### src/rtl/core/tts_pkg.sv
// ----------------------------------------------------------------------------
// tts_pkg
// Shared types, codes and helpers of the telemetry transmit scheduler.
// ----------------------------------------------------------------------------
package tts_pkg;

  localparam logic [31:0] UNSET_CODE = 32'h8000_0000;
  localparam logic [7:0]  SEQ_MASK   = 8'hFF;

  // status codes
  localparam logic [1:0] ST_OK    = 2'd0;
  localparam logic [1:0] ST_UNSET = 2'd1;
  localparam logic [1:0] ST_RANGE = 2'd2;
  localparam logic [1:0] ST_STATE = 2'd3;

  // packet kinds
  localparam logic [2:0] K_STATUS   = 3'd0;
  localparam logic [2:0] K_FLIGHT   = 3'd1;
  localparam logic [2:0] K_POSITION = 3'd2;
  localparam logic [2:0] K_APOGEE   = 3'd3;
  localparam logic [2:0] K_BEACON   = 3'd4;

  // operations
  localparam logic [1:0] OP_POLL   = 2'd0;
  localparam logic [1:0] OP_SENT   = 2'd1;
  localparam logic [1:0] OP_APOGEE = 2'd2;

  // flight states bounding the streams
  localparam logic [2:0] FS_ARMED   = 3'd1;
  localparam logic [2:0] FS_DESCENT = 3'd5;
  localparam logic [2:0] FS_LANDED  = 3'd6;

  // register indexes
  localparam logic [2:0] CFG_PAD      = 3'd0;
  localparam logic [2:0] CFG_FLIGHT   = 3'd1;
  localparam logic [2:0] CFG_BASE     = 3'd2;
  localparam logic [2:0] CFG_STRETCH  = 3'd3;
  localparam logic [2:0] CFG_CEILING  = 3'd4;
  localparam logic [2:0] CFG_REPEAT   = 3'd5;
  localparam logic [2:0] CFG_SPACING  = 3'd6;
  localparam logic [2:0] CFG_RATIO    = 3'd7;

  localparam int unsigned APB_AW = 5;

  typedef struct packed {
    logic [31:0] pad_interval;
    logic [31:0] flight_interval;
    logic [31:0] beacon_base;
    logic [31:0] beacon_stretch;
    logic [31:0] beacon_ceiling;
    logic [31:0] apogee_repeat;
    logic [31:0] apogee_spacing;
    logic [31:0] position_ratio;
  } cfg_t;

  typedef struct packed {
    logic [1:0]         op;
    logic [31:0]        time_ms;
    logic [2:0]         flight_state;
    logic               tx_busy;
    logic [2:0]         sent_type;
    logic signed [31:0] apogee_height_cm;
    logic [31:0]        apogee_time_in;
  } item_t;

  typedef struct packed {
    logic [1:0]         status;
    logic               send;
    logic [2:0]         packet_kind;
    logic [7:0]         sequence_res;
    logic [31:0]        wake_hint_ms;
    logic               apogee_valid;
    logic signed [31:0] stored_apogee_cm;
    logic [31:0]        stored_apogee_time_ms;
  } res_t;

  function automatic logic [1:0] check_ms(input logic [31:0] v);
    logic [1:0] rc;
    if (v == UNSET_CODE) begin
      rc = ST_UNSET;
    end else if (v[31]) begin
      rc = ST_RANGE;
    end else begin
      rc = ST_OK;
    end
    return rc;
  endfunction

endpackage

### src/rtl/core/tts_cfg_regs.sv
// ----------------------------------------------------------------------------
// tts_cfg_regs
// APB register bank holding the eight scheduler settings.
// ----------------------------------------------------------------------------
module tts_cfg_regs (
  input  logic                       clk_i,
  input  logic                       rst_ni,
  input  logic                       psel,
  input  logic                       penable,
  input  logic                       pwrite,
  input  logic [tts_pkg::APB_AW-1:0] paddr,
  input  logic [31:0]                pwdata,
  output logic [31:0]                prdata,
  output logic                       pready,
  output tts_pkg::cfg_t              cfg_o
);
  import tts_pkg::*;

  cfg_t       cfg_q;
  logic       wr_en;
  logic [2:0] idx;

  assign pready = 1'b1;
  assign wr_en  = psel & penable & pwrite & pready;
  assign idx    = paddr[APB_AW-1:2];
  assign cfg_o  = cfg_q;

  always_ff @(posedge clk_i or negedge rst_ni) begin
    if (!rst_ni) begin
      cfg_q <= '{default: UNSET_CODE};
    end else if (wr_en) begin
      case (idx)
        CFG_PAD:     cfg_q.pad_interval    <= pwdata;
        CFG_FLIGHT:  cfg_q.flight_interval <= pwdata;
        CFG_BASE:    cfg_q.beacon_base     <= pwdata;
        CFG_STRETCH: cfg_q.beacon_stretch  <= pwdata;
        CFG_CEILING: cfg_q.beacon_ceiling  <= pwdata;
        CFG_REPEAT:  cfg_q.apogee_repeat   <= pwdata;
        CFG_SPACING: cfg_q.apogee_spacing  <= pwdata;
        CFG_RATIO:   cfg_q.position_ratio  <= pwdata;
        default: ;
      endcase
    end
  end

  always_comb begin
    case (idx)
      CFG_PAD:     prdata = cfg_q.pad_interval;
      CFG_FLIGHT:  prdata = cfg_q.flight_interval;
      CFG_BASE:    prdata = cfg_q.beacon_base;
      CFG_STRETCH: prdata = cfg_q.beacon_stretch;
      CFG_CEILING: prdata = cfg_q.beacon_ceiling;
      CFG_REPEAT:  prdata = cfg_q.apogee_repeat;
      CFG_SPACING: prdata = cfg_q.apogee_spacing;
      CFG_RATIO:   prdata = cfg_q.position_ratio;
      default:     prdata = '0;
    endcase
  end

endmodule

### src/rtl/core/tts_sched_core.sv
// ----------------------------------------------------------------------------
// tts_sched_core
// Scheduler state and the single-pass decision logic for one beat.
// ----------------------------------------------------------------------------
module tts_sched_core #(
  parameter int unsigned HAS_RADIO = 1,
  parameter int unsigned HAS_GNSS  = 1
) (
  input  logic           clk_i,
  input  logic           rst_ni,
  input  logic           advance_i,
  input  tts_pkg::item_t item_i,
  input  tts_pkg::cfg_t  cfg_i,
  output tts_pkg::res_t  res_o
);
  import tts_pkg::*;

  logic [7:0]  seq_q, seq_d;
  logic [31:0] status_due_q, status_due_d;
  logic [31:0] flight_due_q, flight_due_d;
  logic [31:0] beacon_due_q, beacon_due_d;
  logic [31:0] beacon_gap_q, beacon_gap_d;
  logic [31:0] fsf_q, fsf_d;
  logic [31:0] apo_left_q, apo_left_d;
  logic [31:0] apo_due_q, apo_due_d;
  logic        apo_seen_q, apo_seen_d;
  logic [31:0] apo_height_q, apo_height_d;
  logic [31:0] apo_when_q, apo_when_d;

  logic [31:0] t;
  logic [31:0] add_op, sum;
  logic [31:0] gap_cur;
  logic [32:0] gap_sum;
  logic [31:0] gap_sat, gap_next;

  logic        slot_live;
  logic [31:0] slot_due, next_due;
  logic [2:0]  slot_kind;
  logic [1:0]  rc, status;
  logic        send;
  logic [2:0]  kind;
  logic [31:0] wake;

  assign t       = item_i.time_ms;
  assign gap_cur = (beacon_gap_q == '0) ? cfg_i.beacon_base : beacon_gap_q;
  assign gap_sum = {1'b0, gap_cur} + {1'b0, cfg_i.beacon_stretch};
  assign gap_sat = gap_sum[32] ? 32'hFFFF_FFFF : gap_sum[31:0];
  assign gap_next = (gap_sat > cfg_i.beacon_ceiling) ? cfg_i.beacon_ceiling : gap_sat;

  always_comb begin
    case (item_i.sent_type)
      K_STATUS:   add_op = cfg_i.pad_interval;
      K_FLIGHT:   add_op = cfg_i.flight_interval;
      K_POSITION: add_op = cfg_i.flight_interval;
      K_APOGEE:   add_op = cfg_i.apogee_spacing;
      K_BEACON:   add_op = gap_cur;
      default:    add_op = '0;
    endcase
  end

  assign sum = t + add_op;

  always_comb begin
    seq_d        = seq_q;
    status_due_d = status_due_q;
    flight_due_d = flight_due_q;
    beacon_due_d = beacon_due_q;
    beacon_gap_d = beacon_gap_q;
    fsf_d        = fsf_q;
    apo_left_d   = apo_left_q;
    apo_due_d    = apo_due_q;
    apo_seen_d   = apo_seen_q;
    apo_height_d = apo_height_q;
    apo_when_d   = apo_when_q;
    slot_live    = 1'b0;
    slot_due     = '0;
    slot_kind    = K_STATUS;
    next_due     = t;
    rc           = ST_OK;
    status       = ST_OK;
    send         = 1'b0;
    kind         = K_STATUS;
    wake         = t;

    case (item_i.op)
      OP_POLL: begin
        if (HAS_RADIO != 0) begin
          if (item_i.flight_state <= FS_ARMED) begin
            rc        = check_ms(cfg_i.pad_interval);
            slot_live = 1'b1;
            slot_due  = status_due_q;
            slot_kind = K_STATUS;
          end else if (item_i.flight_state <= FS_DESCENT) begin
            rc        = check_ms(cfg_i.flight_interval);
            slot_live = 1'b1;
            slot_due  = flight_due_q;
            slot_kind = K_FLIGHT;
            if (rc == ST_OK && HAS_GNSS != 0) begin
              if (cfg_i.position_ratio == UNSET_CODE) begin
                rc = ST_UNSET;
              end else if (!cfg_i.position_ratio[31] && cfg_i.position_ratio != '0 &&
                           fsf_q >= cfg_i.position_ratio) begin
                slot_kind = K_POSITION;
              end
            end
          end else if (item_i.flight_state == FS_LANDED) begin
            rc = check_ms(cfg_i.beacon_base);
            if (rc == ST_OK) rc = check_ms(cfg_i.beacon_stretch);
            if (rc == ST_OK) rc = check_ms(cfg_i.beacon_ceiling);
            slot_live = 1'b1;
            slot_due  = beacon_due_q;
            slot_kind = K_BEACON;
          end
          status = rc;
          if (rc == ST_OK) begin
            next_due = slot_live ? slot_due : t;
            if (apo_left_q != '0 && (!slot_live || apo_due_q < next_due)) begin
              next_due = apo_due_q;
            end
            if (next_due < t) next_due = t;
            wake = next_due;
            if (!item_i.tx_busy) begin
              if (apo_left_q != '0 && t >= apo_due_q) begin
                send = 1'b1;
                kind = K_APOGEE;
                wake = t;
              end else if (slot_live && t >= slot_due) begin
                send = 1'b1;
                kind = slot_kind;
                wake = t;
              end
            end
          end
        end
      end

      OP_SENT: begin
        case (item_i.sent_type)
          K_STATUS: begin
            status = check_ms(cfg_i.pad_interval);
            if (status == ST_OK) status_due_d = sum;
          end
          K_FLIGHT: begin
            status = check_ms(cfg_i.flight_interval);
            if (status == ST_OK) begin
              flight_due_d = sum;
              if (fsf_q != 32'hFFFF_FFFF) fsf_d = fsf_q + 32'd1;
            end
          end
          K_POSITION: begin
            status = check_ms(cfg_i.flight_interval);
            if (status == ST_OK) begin
              flight_due_d = sum;
              fsf_d        = '0;
            end
          end
          K_APOGEE: begin
            if (apo_left_q == '0) begin
              status = ST_STATE;
            end else if (apo_left_q > 32'd1) begin
              status = check_ms(cfg_i.apogee_spacing);
              if (status == ST_OK) begin
                apo_due_d  = sum;
                apo_left_d = apo_left_q - 32'd1;
              end
            end else begin
              apo_left_d = apo_left_q - 32'd1;
            end
          end
          K_BEACON: begin
            if (beacon_gap_q == '0) rc = check_ms(cfg_i.beacon_base);
            if (rc == ST_OK) rc = check_ms(cfg_i.beacon_stretch);
            if (rc == ST_OK) rc = check_ms(cfg_i.beacon_ceiling);
            status = rc;
            if (rc == ST_OK) begin
              beacon_due_d = sum;
              beacon_gap_d = gap_next;
            end
          end
          default: status = ST_RANGE;
        endcase
        if (status == ST_OK) seq_d = (seq_q + 8'd1) & SEQ_MASK;
      end

      OP_APOGEE: begin
        if (apo_seen_q) begin
          status = ST_STATE;
        end else begin
          apo_height_d = item_i.apogee_height_cm;
          apo_when_d   = item_i.apogee_time_in;
          apo_seen_d   = 1'b1;
          if (cfg_i.apogee_repeat == UNSET_CODE) begin
            status = ST_UNSET;
          end else if (cfg_i.apogee_repeat[31] || cfg_i.apogee_repeat == '0) begin
            status = ST_RANGE;
          end else begin
            if (cfg_i.apogee_repeat > 32'd1) status = check_ms(cfg_i.apogee_spacing);
            if (status == ST_OK) begin
              apo_left_d = cfg_i.apogee_repeat;
              apo_due_d  = t;
            end
          end
        end
      end

      default: ;
    endcase
  end

  always_ff @(posedge clk_i or negedge rst_ni) begin
    if (!rst_ni) begin
      seq_q        <= '0;
      status_due_q <= '0;
      flight_due_q <= '0;
      beacon_due_q <= '0;
      beacon_gap_q <= '0;
      fsf_q        <= '0;
      apo_left_q   <= '0;
      apo_due_q    <= '0;
      apo_seen_q   <= 1'b0;
      apo_height_q <= '0;
      apo_when_q   <= '0;
    end else if (advance_i) begin
      seq_q        <= seq_d;
      status_due_q <= status_due_d;
      flight_due_q <= flight_due_d;
      beacon_due_q <= beacon_due_d;
      beacon_gap_q <= beacon_gap_d;
      fsf_q        <= fsf_d;
      apo_left_q   <= apo_left_d;
      apo_due_q    <= apo_due_d;
      apo_seen_q   <= apo_seen_d;
      apo_height_q <= apo_height_d;
      apo_when_q   <= apo_when_d;
    end
  end

  assign res_o.status                = status;
  assign res_o.send                  = send;
  assign res_o.packet_kind           = kind;
  assign res_o.sequence_res          = seq_d;
  assign res_o.wake_hint_ms          = wake;
  assign res_o.apogee_valid          = apo_seen_d;
  assign res_o.stored_apogee_cm      = apo_height_d;
  assign res_o.stored_apogee_time_ms = apo_when_d;

  a_seq_hold: assert property (@(posedge clk_i) disable iff (!rst_ni)
    !advance_i |=> $stable(seq_q))
    else $error("sequence moved without a beat");

  a_apo_sticky: assert property (@(posedge clk_i) disable iff (!rst_ni)
    apo_seen_q |=> apo_seen_q)
    else $error("recorded apogee was lost");

  a_wake_not_past: assert property (@(posedge clk_i) disable iff (!rst_ni)
    advance_i |-> (wake >= t))
    else $error("wake hint before current time");

  a_send_ok: assert property (@(posedge clk_i) disable iff (!rst_ni)
    (advance_i && send) |-> (status == ST_OK && item_i.op == OP_POLL))
    else $error("send raised outside an accepted poll");

  a_seq_step: assert property (@(posedge clk_i) disable iff (!rst_ni)
    (advance_i && item_i.op != OP_SENT) |=> $stable(seq_q))
    else $error("sequence moved on a non-confirmation");

endmodule

### src/rtl/core/telemetry_transmit_scheduler.sv
// ----------------------------------------------------------------------------
// telemetry_transmit_scheduler
// Decides which telemetry packet goes out and tracks deadlines and sequence.
// ----------------------------------------------------------------------------
// Path: an accepted input beat is held in the input register, and its result
//   in the result register, from which the result beat is offered.
// Throughput: one beat per cycle while results are taken; a stalled result
//   holds the input register, and input stalls once both registers are full.
// Reset: rst_ni clears all scheduler state and marks every setting unset.
// ----------------------------------------------------------------------------
module telemetry_transmit_scheduler #(
  parameter int unsigned HAS_RADIO = 1,
  parameter int unsigned HAS_GNSS  = 1
) (
  input  logic                       clk_i,
  input  logic                       rst_ni,
  // tdata: time_ms[31:0], flight_state[34:32], tx_busy[35], sent_type[38:36],
  //        apogee_height_cm[70:39], apogee_time_in[102:71], zero[103]
  input  logic [103:0]               s_axis_tdata_i,
  // tuser: op[1:0]
  input  logic [1:0]                 s_axis_tuser_i,
  input  logic                       s_axis_tvalid_i,
  output logic                       s_axis_tready_o,
  // tdata: send[0], packet_kind[3:1], sequence_res[11:4], wake_hint_ms[43:12],
  //        apogee_valid[44], stored_apogee_cm[76:45],
  //        stored_apogee_time_ms[108:77], zero[111:109]
  output logic [111:0]               m_axis_tdata_o,
  // tuser: status[1:0]
  output logic [1:0]                 m_axis_tuser_o,
  output logic                       m_axis_tvalid_o,
  input  logic                       m_axis_tready_i,
  input  logic                       psel,
  input  logic                       penable,
  input  logic                       pwrite,
  input  logic [tts_pkg::APB_AW-1:0] paddr,
  input  logic [31:0]                pwdata,
  output logic [31:0]                prdata,
  output logic                       pready
);
  import tts_pkg::*;

  cfg_t  cfg;
  item_t in_q;
  logic  in_valid_q;
  res_t  res, out_q;
  logic  out_valid_q;
  logic  advance;

  assign advance         = in_valid_q & (~out_valid_q | m_axis_tready_i);
  assign s_axis_tready_o = ~in_valid_q | advance;

  always_ff @(posedge clk_i or negedge rst_ni) begin
    if (!rst_ni) begin
      in_valid_q  <= 1'b0;
      out_valid_q <= 1'b0;
    end else begin
      if (s_axis_tready_o) in_valid_q <= s_axis_tvalid_i;
      if (advance) begin
        out_valid_q <= 1'b1;
      end else if (m_axis_tready_i) begin
        out_valid_q <= 1'b0;
      end
    end
  end

  always_ff @(posedge clk_i) begin
    if (s_axis_tvalid_i && s_axis_tready_o) begin
      in_q.op               <= s_axis_tuser_i;
      in_q.time_ms          <= s_axis_tdata_i[31:0];
      in_q.flight_state     <= s_axis_tdata_i[34:32];
      in_q.tx_busy          <= s_axis_tdata_i[35];
      in_q.sent_type        <= s_axis_tdata_i[38:36];
      in_q.apogee_height_cm <= s_axis_tdata_i[70:39];
      in_q.apogee_time_in   <= s_axis_tdata_i[102:71];
    end
    if (advance) out_q <= res;
  end

  tts_cfg_regs u_cfg (
    .clk_i   (clk_i),
    .rst_ni  (rst_ni),
    .psel    (psel),
    .penable (penable),
    .pwrite  (pwrite),
    .paddr   (paddr),
    .pwdata  (pwdata),
    .prdata  (prdata),
    .pready  (pready),
    .cfg_o   (cfg)
  );

  tts_sched_core #(
    .HAS_RADIO (HAS_RADIO),
    .HAS_GNSS  (HAS_GNSS)
  ) u_core (
    .clk_i     (clk_i),
    .rst_ni    (rst_ni),
    .advance_i (advance),
    .item_i    (in_q),
    .cfg_i     (cfg),
    .res_o     (res)
  );

  assign m_axis_tvalid_o = out_valid_q;
  assign m_axis_tuser_o  = out_q.status;
  assign m_axis_tdata_o  = {3'b000, out_q.stored_apogee_time_ms, out_q.stored_apogee_cm,
                            out_q.apogee_valid, out_q.wake_hint_ms, out_q.sequence_res,
                            out_q.packet_kind, out_q.send};

endmodule

### config.mk
export PLATFORM = sky130hd
export DESIGN_NAME = telemetry_transmit_scheduler
export DESIGN_NICKNAME = d
export VERILOG_FILES = /design/src/rtl/core/tts_pkg.sv /design/src/rtl/core/tts_cfg_regs.sv /design/src/rtl/core/tts_sched_core.sv /design/src/rtl/core/telemetry_transmit_scheduler.sv
export SDC_FILE = /design/constraint.sdc
export NUM_CORES = 2
export LEC_CHECK = 0
export BUFFER_PORTS_ARGS = -buffer_cell sky130_fd_sc_hd__buf_2
export CAP_MARGIN = 5
export CORE_MARGIN = 3
export CORE_UTILIZATION = 50
export DETAILED_ROUTE_END_ITERATION = 6
export PLACE_DENSITY = 0.71
export SLEW_MARGIN = 20
export SYNTH_ARGS = -nofsm -noshare
export SYNTH_HDL_FRONTEND = slang
export SYNTH_SLANG_ARGS = --single-unit
### constraint.sdc
create_clock -name clk_i -period 6.22 [get_ports clk_i]
set_input_delay 0.311 -clock clk_i [delete_from_list [all_inputs] [get_ports clk_i]]
set_output_delay 0.311 -clock clk_i [all_outputs]
set_load 0.02 [all_outputs]
Yosys cells after proc, flatten, opt, wreduce, memory -nomap -nowiden
Cells that the tools add are included.

Flip-flop bits (word level): 771. Word-level logic and storage cells: 278.

Magnitude comparators: 10. Reduce and logical (&&, ||, !) cells: 51. Eq/ne operators: 35. Muxes and demuxes: 130. Bitwise logic cells: 10. Add/sub/neg operators: 5.

Operators with widths (count): 32-bit two-way mux (42); 32-bit equality test (second input constant) (8); 32-bit case mux with 2 select lines (4); 32-bit case mux with 8 select lines (1); 2-bit two-way mux (65); 32-bit case mux with 4 select lines (1); 32-bit >= comparator (3); 32-bit zero test (3); 32-bit by 1-bit > comparator with 1-bit output (second input constant) (2); 32-bit less-than comparator (2); 32-bit nonzero test (2); 32-bit by 32-bit adder with 33-bit output (1); 32-bit by 1-bit adder with 32-bit output (second input constant) (1); 32-bit adder (1); 32-bit > comparator (1); 32-bit inequality test (second input constant) (1); 32-bit by 1-bit subtractor with 32-bit output (second input constant) (1); 2-bit zero test (14); 3-bit equality test (second input constant) (6); 8-bit two-way mux (2); 2-bit AND reduction (8); 3-bit by 2-bit equality test with 1-bit output (second input constant) (4); 3-bit two-way mux (4); 2-bit by 1-bit inequality test with 1-bit output (second input constant) (6); other kinds (27) (58).

Logic depth before layout (Yosys ltp)
Depth after elaboration: 28. Depth in mapped cells: 29.

Cells and area by module
From an unflattened synthesis, not the netlist that was laid out.

Cell total of the unflattened synthesis: 4129. Area total of the unflattened synthesis: 43857.1 sq um.

By module, submodules not included: tts_sched_core (cells an instance 3081, seq. area each 7432.1 sq um, area each 25679.6 sq um, instances 1); tts_cfg_regs (cells an instance 820, seq. area each 6416.2 sq um, area each 11561.1 sq um, instances 1); telemetry_transmit_scheduler (cells an instance 228, seq. area each 6536.3 sq um, area each 6616.3 sq um, instances 1).

Worst setup path after synthesis
OpenSTA, ideal clock, no wires.

Path kind: reg-to-reg. Start: reg in_q[70] (netlist name). End: reg out_q, in the netlist m_axis_tdata_o[13], data pin. Path buffers: 6. Clock period less this slack: 6.134 ns. Library setup time: 0.260 ns. Arrival time: 5.874 ns. Slack: 0.086 ns. Stages on the path, launching flop included: 28. Cells stage by stage: edfxtp_1 -> buf_2 -> clkbuf_1 -> buf_1 -> clkbuf_1 -> a211oi_1 -> a21oi_1 -> a21oi_1 -> ha_1 -> nand4_1 -> nor3_1 -> o21ai_0 -> a21oi_1 -> nor2_1 -> o211ai_1 -> clkbuf_1 -> nor2_1 -> a21oi_1 -> ha_1 -> a21o_1 -> a21o_1 -> a21o_1 -> a221oi_1 -> nor4b_1 -> nand2_1 -> o221ai_1 -> buf_2 -> mux2_2.

RTL lines: start: declaration (line telemetry_transmit_scheduler.sv:43) `item_t in_q;`; end signal: assignment (line telemetry_transmit_scheduler.sv:76) `if (advance) out_q <= res;`; end: declaration (line telemetry_transmit_scheduler.sv:45) `res_t res, out_q;`.

Worst setup path after layout
Start: reg u_core.beacon_gap_q[7]. End: reg u_core.beacon_gap_q[30].

Longest elaborated chain between the ends: 14.

Ends and longest elaborated chain: start: declaration (line tts_sched_core.sv:22) `logic [31:0] beacon_gap_q, beacon_gap_d;`; start signal: assignment (line tts_sched_core.sv:228) `beacon_gap_q <= beacon_gap_d;`; branches (longest 14 deep; another with 32-bit by 32-bit adder with 33-bit output).

Several ways; the timed one is not identified. The select of a mux whose other input is x is not followed. A chain may end at the register's enable or synchronous reset.

==> results.txt <==
----------------------------------------------------
[Clock network]
  Clock input transition at the sequential cells of the worst setup and hold paths ... 0.06 ns
  Number of CTS-inserted buffers ... 86
  Worst-skew pair later-pin latency ... 0.68 ns
  CTS tree ... built
  Root Buffer ... clkbuf_16
  Maximum clock insertion buffer count ... 3
  H-tree depth reported by CTS ... 3
  Clock tree sinks ... 771

[GRT]
  Pin count of the biggest net entering global routing ... 142
  Combined global-route utilization of all metal layers ... 0.339
  Number of global-route vias before repair ... 36900
  Wire length of the first global-routing pass ... 233000 um
  Leftover overflow at the end of global routing ... 0
  Number of antenna violations at the first check in global routing ... 8

[Synthesis]
  Cells taking the most area after synthesis ... dfrtp_1 (31%), edfxtp_1 (15%), mux2_2 (7.9%), ha_1 (7.3%), nand2_1 (4.9%)
  Main synth FF type ... dfrtp_1
  Cells after Synth ... 4361
  Sequential share of the synthesized area ... 0.466
  Average footprint of a synthesized cell ... 10.0 um2
  Biggest area consumer among synthesized cells ... dfrtp_1
  Yosys Warn Count ... 0
  Number of library cell types mapped by synthesis ... 88
  EDFF count, synth ... 216
  Synthesis-stage register bit count ... 771
  Fraction of synthesized cell area taken by the top area cell type ... 0.313
  Post-synthesis instance area ... 43800 um2
  Post-synthesis async set-or-reset flop share ... 0.720

[Cells and area]
  Area Growth Syn to Fin ... 22.5%
  Nets ... 5347
  Fin area ... 53600 um2
  Multi-input logic area ... 22600 um2
  Sequential standard cell area ... 20400 um2
  Post-route non-filler standard cell count ... 6163
  Fraction of final layout cells sized beyond drive strength 1 ... 0.249
  Filler cell count in the final layout ... 7029
  End-of-flow core utilization ... 0.624

[Power]
  Overall power ... 24.9 mW
  Highest ir drop seen on vdd ... 0.455 mV
  Static leakage ... 24.5 nW
  P per Cell Area ... 465 nW/um2

[Timing]
  Final count of pins violating max slew ... 0
  Maximum clock frequency ... 163 MHz
  Actual transition at the worst max-transition pin ... 1.26 ns
  RSZ-0062 raised after global routing ... true
  Final Setup Violations ... 0
  Clk_skew ... 0.0468 ns
  Hold_ws ... 0.0669 ns
  Worst setup slack after layout ... 0.0968 ns
  Final hold violation count ... 0
  Aggregate negative setup slack ... 0 ns
  Worst relative slew slack ... 0.154
  Clock period minus worst slack ... 6.12 ns
  Period utilization ... 0.984

[Detailed routing]
  Routed wl met3 ... 15500 um
  # DRC ... 0
  Metal1 wirelength ... 61000 um
  Wire length reported by the detailed router ... 160000 um
  Final ANT Viol Nets ... 0
  Number of search-and-repair iterations in the first detailed-routing pass ... 6
  Routed wirelength normalized by instance count ... 25.9 um
  Amount of wire on met2 after detailed routing ... 71300 um
  Top layer reached by signal wires ... met4
  Iter 0 DRT Violations ... 4477
  Detail-routed via count per cell ... 6.31
  Via Count ... 38900

[Die]
  Effective utilization at floorplan ... 0.509
  Die width ... 302 um
  Standard cell core area ... 85900 um2
  Die span in y ... 302 um
  # rows ... 107
  Io pins ... 299
  Die Outline Area ... 91100 um2

[Place]
  Port bufs ... 291
  Post-placement setup slack ... -0.358 ns
  Placed Area ... 48000 um2
  Final Wtd Congestion ... 1.02
  Instance count after placement with tap cells included ... 5826
  HPWL reported at the end of detailed placement ... 113000 um

[Critical path]
  Kind of capture point of the worst setup path ... register
  CP peak stage delay ... 0.42 ns
  Flop2flop setup slack ... 0.1 ns
  Path type of the worst setup path ... register to register
  Crit path top cell by count ... buf_4
  Length in cells of the worst reg-to-reg path ... 30
  Biggest fanout along the worst timing path ... 11
  Cell with the biggest individual delay on the critical path ... dfrtp_1
  Critical path required time ... 6.75 ns
  CP startpoint kind ... register
  Arrival time at the worst endpoint ... 6.65 ns

[Hold path]
  HP Class ... primary input to register
  Cell depth of the worst hold path ... 3

[Run status]
  Run status ... finished clean

[Flow run]
  Count of max-cap constraint violations ... 0

----------------------------------------------------
## cell usage in the layout (no fill, tap or decap), types with 32 or more instances in the layout
cell type	count
dlygate4sd3_1	131
mux2_2	306
edfxtp_1	216
buf_2	289
clkbuf_16	98
buf_4	253
o21ai_0	315
nor2b_1	65
a31o_2	32
nand3_1	72
a21oi_1	223
inv_1	199
nor4_1	69
nor2_1	223
dfrtp_1	547
a211oi_1	105
nand2_1	572
mux2i_1	61
ha_1	247
xor2_1	51
nand4_1	58
a21o_1	110
a22oi_1	37
nor3_1	43
a21oi_2	51
xnor2_1	44
## critical path, delay by kind of cell, from the launching register on
family / cells / cell delay, ns
fa+ha+maj: 2 / 0.46
simple gates: 8 / 1.75
buf+inv: 10 / 1.52
flops: 1 / 0.42
compound gates: 10 / 1.85
## cells in the mapped netlist, types with 22 or more instances
library cell  count
xnor2_1          44
a22oi_1          41
edfxtp_1        216
a211oi_1        120
a31oi_1          32
nor4_1           78
a221oi_1         22
clkbuf_1        188
nor3_1           49
mux2_2          306
a21oi_1         274
nor2_1          235
dfrtp_1         547
mux2i_1          62
a21o_1          110
buf_1            24
nand3_1          73
o21ai_0         330
inv_1           200
a31o_2           33
ha_1            256
nand4_1          58
nor2b_1          70
xor2_1           53
nand2_1         577
## repair_timing
| item | CTS | global route |
|---|---|---|
| pin swaps | 9 | 57 |
| endpoints found under the setup margin | 64 | 64 |
| gates cloned | 0 | 10 |
| buffers inserted | 1 | 32 |
| resized for setup | 21 | 175 |
| endpoints found under the hold margin | 251 | 0 |
| hold buffers | 131 | 0 |
## path summary, 6_finish.rpt
| kind | start | end |
|---|---|---|
| max | u_core.beacon_gap_q[7] | u_core.beacon_gap_q[30] |
| min | pwdata[9] | u_cfg.cfg_o[9] |
| max reg2reg | u_core.beacon_gap_q[7] | u_core.beacon_gap_q[30] |
| min reg2reg | u_core.status_due_q[8] | u_core.status_due_q[8] |
| max in group asynchronous | rst_ni | u_core.status_due_q[31] |
| min in group asynchronous | rst_ni | u_core.fsf_q[11] |
## registers in the layout (all words and copies together), names as in the netlist, 8 cells and up
signal,cells
u_core.beacon_due_q,32
u_core.flight_due_q,32
u_core.apo_due_q,32
in_q,105
u_core.status_due_q,32
u_cfg.cfg_o,256
m_axis_tdata_o,109
u_core.fsf_q,32
u_core.apo_left_q,32
u_core.apo_height_q,32
u_core.beacon_gap_q,32
u_core.seq_q,8
u_core.apo_when_q,32
## layer usage
metal  vias up  GRT usage
met5         -          0
met4         0      0.199
met3       596     0.0831
met2      2120      0.517
met1     19000      0.439
li1      17100          -
## power by group
group / switching [mW] / total [mW] / internal, mW / leakage [nW]
combinational: 6.58 / 12.2 / 5.61 / 13.9
clock: 2.24 / 5.39 / 3.15 / 1.45
sequential: 1.10 / 7.34 / 6.25 / 9.23
total: 9.92 / 24.9 / 15.0 / 24.5
## cells by family (layout without fill, tap and decap cells)
family                     after synthesis  in the layout  synth area share
DFF                                    771            771             0.466
and+or+nand+nor                       1265           1265             0.134
AOI/OAI and AO/OA                     1147           1147             0.166
xor gates and xnor gates                97             97            0.0194
adders and majority gates              258            258            0.0741
other                                    2             11          0.000172
buffers and inverters                  433           1082            0.0380
muxes                                  388            388             0.103
## final cells by class
type,count,share of cell area
clock buffer,126,0.0466
inverter,204,0.0144
sequential,771,0.380
clock inverter,35,0.00915
antenna,7,0.000327
tap,1144,0.0267
timing repair buffer,717,0.102
multi-input combinational,3159,0.421
Power figures use the tool's default switching activity.
